## config.mk

```make
export PLATFORM = sky130hd
export DESIGN_NAME = temp_scratchpad_crc_checker_top
export DESIGN_NICKNAME = d
export VERILOG_FILES = /design/src/design/tscc_pkg.sv /design/src/design/temp_scratchpad_crc_checker_top.sv
export SDC_FILE = /design/constraint.sdc
export NUM_CORES = 1
export LEC_CHECK = 0
export BUFFER_PORTS_ARGS = -buffer_cell sky130_fd_sc_hd__buf_4
export CORE_AREA = 10 10 75 77
export CTS_BUF_LIST = sky130_fd_sc_hd__clkbuf_16
export DETAILED_ROUTE_END_ITERATION = 12
export DIE_AREA = 0 0 85 87
export PLACE_DENSITY = 0.82
export SYNTH_ARGS = -nofsm -noshare
export SYNTH_HDL_FRONTEND = slang
export SYNTH_SLANG_ARGS = --single-unit
```

## constraint.sdc

```tcl
create_clock -name clock -period 6.08 [get_ports clock]
set_input_delay 0.304 -clock clock [delete_from_list [all_inputs] [get_ports clock]]
set_output_delay 0.304 -clock clock [all_outputs]
set_load 0.05 [all_outputs]
```

## src/design/tscc_pkg.sv

```systemverilog
// ----------------------------------------------------------------------------
// tscc_pkg: shared constants and functions for the scratchpad CRC checker
// Holds the frame layout, the CRC-8 polynomial, the one-byte CRC update and
// the whole-degree temperature conversion.
// ----------------------------------------------------------------------------
`default_nettype none

package tscc_pkg;

   // Frame layout: bytes 0..CRC_BYTES-1 feed the CRC, byte LAST_POS is the check
   localparam int unsigned POS_W     = 4;
   localparam logic [POS_W-1:0] CRC_BYTES = 4'd8;
   localparam logic [POS_W-1:0] LAST_POS  = 4'd8;

   // Reflected Dallas/Maxim CRC-8
   localparam logic [7:0] CRC_POLY = 8'h8C;

   localparam int unsigned TEMP_W     = 9;
   localparam int unsigned CRC_W      = 8;
   localparam int unsigned RSP_DATA_W = 24;

   // Advance the CRC by one byte, LSB first
   function automatic logic [7:0] crc_byte_update(input logic [7:0] crc_cur,
                                                  input logic [7:0] data_in);
      logic [7:0] crc_v;
      logic [7:0] dat_v;
      logic       fb;
      crc_v = crc_cur;
      dat_v = data_in;
      for (int k = 0; k < 8; k++) begin
         fb    = crc_v[0] ^ dat_v[0];
         crc_v = {1'b0, crc_v[7:1]};
         if (fb) begin
            crc_v = crc_v ^ CRC_POLY;
         end
         dat_v = {1'b0, dat_v[7:1]};
      end
      return crc_v;
   endfunction

   // Word = {hi, lo} << 3 truncated to 16 bits, divided by 128 toward zero.
   // The quotient floor is word[15:7]; bump by one when negative and inexact.
   function automatic logic [TEMP_W-1:0] temp_whole_deg(input logic [7:0] lo,
                                                        input logic [7:0] hi);
      logic [TEMP_W-1:0] floor_q;
      logic              round_up;
      floor_q  = {hi[4:0], lo[7:4]};
      round_up = hi[4] && (lo[3:0] != 4'd0);
      return floor_q + {{(TEMP_W-1){1'b0}}, round_up};
   endfunction

endpackage

`default_nettype wire

```

## src/design/temp_scratchpad_crc_checker_top.sv

```systemverilog
// ----------------------------------------------------------------------------
// temp_scratchpad_crc_checker_top: one-wire sensor scratchpad CRC checker
// Takes the nine scratchpad bytes one beat at a time, runs CRC-8 over the
// data bytes, keeps the temperature word and reports one result per frame.
// ----------------------------------------------------------------------------
//  channel | dir | tdata                               | tuser
//  req_    | in  | [7:0] data_byte                     | start_req
//  rsp_    | out | [8:0] temperature_c, [16:9] crc     | crc_ok
//
//  One byte per cycle. Each byte updates the frame state in the cycle it is
//  accepted; the ninth byte loads the result register, which shows it in the
//  next cycle. A stalled result holds req_tready low only while rsp_tready
//  is low. Synchronous reset clears the frame position, CRC and result valid.
// ----------------------------------------------------------------------------
`default_nettype none

module temp_scratchpad_crc_checker_top
   import tscc_pkg::*;
(
   input  wire logic                  clock,
   input  wire logic                  reset,
   input  wire logic                  req_tvalid,
   output logic                       req_tready,
   input  wire logic [7:0]            req_tdata,  // [7:0] data_byte
   input  wire logic                  req_tuser,  // [0] start_req
   output logic                       rsp_tvalid,
   input  wire logic                  rsp_tready,
   output logic [RSP_DATA_W-1:0]      rsp_tdata,  // [8:0] temperature_c, [16:9] computed_crc
   output logic                       rsp_tuser   // [0] crc_ok
);

   logic [POS_W-1:0]      pos_ff, pos_in;
   logic [7:0]            crc_ff, crc_in;
   logic [7:0]            lo_ff, lo_in;
   logic [7:0]            hi_ff, hi_in;
   logic                  rsp_valid_ff, rsp_valid_in;
   logic [RSP_DATA_W-1:0] rsp_data_ff, rsp_data_in;
   logic                  rsp_user_ff, rsp_user_in;

   logic                  accept;
   logic [POS_W-1:0]      pos_cur;
   logic [7:0]            crc_cur;
   logic                  crc_ok;
   logic [TEMP_W-1:0]     temp_val;

   // Take a beat whenever the result slot is free or draining
   assign req_tready = !rsp_valid_ff || rsp_tready;
   assign accept     = req_tvalid && req_tready;

   // A start flag restarts the frame at this byte
   assign pos_cur  = req_tuser ? '0 : pos_ff;
   assign crc_cur  = req_tuser ? '0 : crc_ff;
   assign crc_ok   = (crc_cur == req_tdata);
   assign temp_val = crc_ok ? temp_whole_deg(lo_ff, hi_ff) : '0;

   // Frame state and result next values
   always_comb begin
      pos_in       = pos_ff;
      crc_in       = crc_ff;
      lo_in        = lo_ff;
      hi_in        = hi_ff;
      rsp_valid_in = rsp_valid_ff && !rsp_tready;
      rsp_data_in  = rsp_data_ff;
      rsp_user_in  = rsp_user_ff;
      if (accept) begin
         if (pos_cur >= LAST_POS) begin
            rsp_valid_in = 1'b1;
            rsp_data_in  = {{(RSP_DATA_W-TEMP_W-CRC_W){1'b0}}, crc_cur, temp_val};
            rsp_user_in  = crc_ok;
            pos_in       = '0;
            crc_in       = '0;
         end else begin
            crc_in = (pos_cur < CRC_BYTES) ? crc_byte_update(crc_cur, req_tdata) : crc_cur;
            if (pos_cur == '0) begin
               lo_in = req_tdata;
            end
            if (pos_cur == {{(POS_W-1){1'b0}}, 1'b1}) begin
               hi_in = req_tdata;
            end
            pos_in = pos_cur + {{(POS_W-1){1'b0}}, 1'b1};
         end
      end
   end

   // Control and frame state
   always_ff @(posedge clock) begin
      if (reset) begin
         pos_ff       <= '0;
         crc_ff       <= '0;
         lo_ff        <= '0;
         hi_ff        <= '0;
         rsp_valid_ff <= 1'b0;
      end else begin
         pos_ff       <= pos_in;
         crc_ff       <= crc_in;
         lo_ff        <= lo_in;
         hi_ff        <= hi_in;
         rsp_valid_ff <= rsp_valid_in;
      end
   end

   // Result payload
   always_ff @(posedge clock) begin
      rsp_data_ff <= rsp_data_in;
      rsp_user_ff <= rsp_user_in;
   end

   assign rsp_tvalid = rsp_valid_ff;
   assign rsp_tdata  = rsp_data_ff;
   assign rsp_tuser  = rsp_user_ff;

endmodule

`default_nettype wire

```

==> impl_metrics.csv <==
group,metric,value,unit
sta,final.period_utilization,31.2,%
yosys,synthArstFlopShare,0,%
routing,post_drt_via_cell_ratio,5.37,
floorplanning,initial_core_util,56.3,%
critical_path,cp-startpoint,"rsp_tvalid$_SDFF_PP0_",
clock_network,cts.sinks,44,
routing,ant_nets,0,
clock_network,cts_made_buffers,5,
yosys,yosysTopAreaCell,"sky130_fd_sc_hd__edfxtp_1",
global_routing,grt_start_max_net_pins,31,
routing,first_iter_violations,139,
layout,fillCellCount,318,
clock_network,tritoncts,"done",
sta,setup_viol,0,
critical_path,worstPathMaxFanout,16,
layout,layout.cells.most_common_list,"41 x sky130_fd_sc_hd__nor2_1, 33 x sky130_fd_sc_hd__buf_4, 26 x sky130_fd_sc_hd__dfxtp_1",
clock_network,cts.root.buffer_cell,"sky130_fd_sc_hd__clkbuf_16",
hold_path,timing.hold.worst_path_depth,3,
critical_path,r2r_slack,4180,ps
hold_path,worstHoldStart,"req_tvalid",
critical_path,worst-r2r-cell-count,6,
clock_network,htree_num_levels,2,
clock_network,max-clock-path-buffers,2,
routing,detail_route.first_pass.iterations,5,
sta,tightest_slew,521,ps
global_routing,grt_first_pass_wirelength,8050,um
clock_network,post_cts_setup_inserts,0,
place,port-buffer-count,32,
sta,achievable-frequency,527,MHz
clock_network,postCtsHoldBufs,0,
yosys,postSynthCellCount,235,
critical_path,regToRegEndpoint,"hi_ff[1]$_SDFFE_PP0P_",
critical_path,worst-endpoint-arrival,2070,ps
run_status,outcome,"complete, no violations",
sta,timing_max_transition_violations_final,0,
yosys,synth_flop_type,"sky130_fd_sc_hd__dfxtp_1",
layout,area_delta_synth_final,16.9,%
sta,timing.slew.headroom,65.2,%
critical_path,crit_path_start_kind,"flop",
yosys,number_of_enable_flip_flop_cells_after_synthesis,18,
layout,final_common_cell,"sky130_fd_sc_hd__nor2_1",
floorplanning,die_area,7400,um2
critical_path,cp-end-kind,"flop",
sta,final_layout_setup_total_negative_slack,0,ps
yosys,ys_seq_elements,44,
yosys,synth_seq_area_share,44.5,%
yosys,ys.warnings.count,0,
global_routing,globalRouteTotalUtil,13.3,%
floorplanning,die_width,85,um
sta,post-route-min-period,1900,ps
power,ir_drop,0.000157,V
place,gp_routability_congestion,0.808,
hold_path,min_delay_worst_endpoint,"rsp_tvalid$_SDFF_PP0_",
sta,rsz0062_at_grt,"no",
hold_path,min-delay-path-class,"primary input to flop",
yosys,netlist_top_cells_area,"sky130_fd_sc_hd__edfxtp_1 23%, sky130_fd_sc_hd__dfxtp_1 22%, sky130_fd_sc_hd__xnor2_1 7.7%, sky130_fd_sc_hd__nor2_1 6.5%, sky130_fd_sc_hd__mux2i_1 5.5%",
yosys,synth_area,2380,um2
global_routing,grt_pass1_vias,1675,
clock_network,post_cts.resized_instances,0,
floorplanning,boundaryPins,40,
sta,worst_clock_skew,6.05,ps
clock_network,clkTransAtPathRegs,60,ps
place,area_post_placement,2610,um2
floorplanning,fp.coreArea,4230,um2
sta,timing_hold_violations_final,0,
place,hpwlAfterDp,3590,um
routing,drt-total-wl,4860,um
routing,wire_per_inst,15.4,um
power,power.density_cell_area,302,nW/um2
yosys,syn-mean-instance-area,10.1,um2
yosys,yosys.area.top_type_share,22.7,%
routing,route.detailed.drc,0,
floorplanning,fp-row-count,24,
layout,count_of_nets_after_finishing,281,
global_routing,grt-ovfl-total,0,
routing,dr_total_vias,1697,
yosys,synth_cell_type_count,44,
critical_path,worstPathRequired,6250,ps
sta,postLayoutSetupSlackWorst,4180,ps
layout,design_area,2790,um2
global_routing,grt_antenna_before_repair,0,
job,drv_cap,0,
floorplanning,die_height,87,um
place,pre_cts_ws,4060,ps
power,leakagePower,0.00115,uW
critical_path,criticalPathCategory,"flop to flop",
layout,diodes,0,
critical_path,timing.rr.start,"rsp_tvalid$_SDFF_PP0_",
layout,final_layout_size_suffix_gt1_share,20.5,%
clock_network,insertion_delay,290,ps
-- flip-flops by register name, indices dropped and copies added (netlist names) --
signal	flops
rsp_tdata	17
rsp_tvalid	1
crc_ff	8
hi_ff	5
lo_ff	8
pos_ff	4
rsp_tuser	1
-- kinds of logic (layout without fill, tap and decap cells) --
kind of cell               after synthesis  count (layout)  share of synthesized area (%)
adders and majority gates                5               5                           2.63
xor gates and xnor gates                34              34                           14.4
and+or+nand+nor                         95              95                           21.0
AOI/OAI and AO/OA                       22              22                           6.99
other                                    1               7                          0.157
muxes                                   13              13                           5.46
buffers and inverters                   21              44                           4.83
DFF                                     44              44                           44.5
-- Yosys cell counts (3+ instances only) --
master,number
sky130_fd_sc_hd__nor2_1,41
sky130_fd_sc_hd__dfxtp_1,26
sky130_fd_sc_hd__xnor2_1,21
sky130_fd_sc_hd__edfxtp_1,18
sky130_fd_sc_hd__mux2i_1,13
sky130_fd_sc_hd__nand2_1,10
sky130_fd_sc_hd__buf_4,8
sky130_fd_sc_hd__nor2b_1,7
sky130_fd_sc_hd__xor2_1,7
sky130_fd_sc_hd__nand2b_1,6
sky130_fd_sc_hd__a31oi_1,5
sky130_fd_sc_hd__clkbuf_1,5
sky130_fd_sc_hd__ha_1,5
sky130_fd_sc_hd__nand3_1,5
sky130_fd_sc_hd__nand3b_1,5
sky130_fd_sc_hd__xnor2_2,5
sky130_fd_sc_hd__a22oi_1,4
sky130_fd_sc_hd__and2_1,4
sky130_fd_sc_hd__buf_2,4
sky130_fd_sc_hd__o32ai_1,4
sky130_fd_sc_hd__nor3_1,3
sky130_fd_sc_hd__nor4bb_1,3
-- per-layer routing --
layer	track usage [%]	up-vias	wire length (um)
met4	4.49	0	64
met3	4.68	8	308
li1	-	860	-
met2	22.8	41	2450
met5	0	-	0
met1	15.0	788	2040
-- report_power, final --
part,internal [uW],switching (uW),total (uW)
registers,325,26.3,352
clock network,195,113,308
logic,88.0,94.4,182
-- worst max-delay path by stage --
stage,depth (start not counted),slack (ps),end
floorplan,4,3410,rsp_tdata[0]$_SDFFCE_PN0P_
global placement,7,4160,hi_ff[4]$_SDFFE_PP0P_
detailed placement,7,4060,hi_ff[2]$_SDFFE_PP0P_
CTS,6,4150,hi_ff[2]$_SDFFE_PP0P_
global route,6,3980,hi_ff[3]$_SDFFE_PP0P_
finish,6,4180,hi_ff[1]$_SDFFE_PP0P_
-- critical path, cell delays in order, from the launching register on --
cell and delay (ps):
sky130_fd_sc_hd__dfxtp_1 310, sky130_fd_sc_hd__nand2b_1 120, sky130_fd_sc_hd__nand2_1 340, sky130_fd_sc_hd__nor2_2 370, sky130_fd_sc_hd__nand3_1 350, sky130_fd_sc_hd__mux2i_1 250, sky130_fd_sc_hd__nor2_1 50
-- metrics by stage --
step | utilization [%] | total power (uW) | instances | hold slack [ps]
floorplan | - | 506 | 241 | 444
global placement | 61.7 | 532 | 308 | 480
detailed placement | 61.7 | 537 | 308 | 495
CTS | 65.8 | 848 | 316 | 289
global route | 65.8 | 880 | 316 | 300
finish | 65.8 | 842 | 316 | 290
-- layout make-up --
class / instances / area, um2 / area share, %
inverters: 3 / 11.3 / 0.404
flip-flops and latches: 44 / 1060 / 38.1
repair buffers: 33 / 248 / 8.89
well taps: 52 / 65.1 / 2.34
multi-input cells: 176 / 1230 / 44.1
clock inverters: 3 / 46.3 / 1.66
clock buffers: 5 / 125 / 4.49
Note: power is estimated with default switching activity, not from simulation.
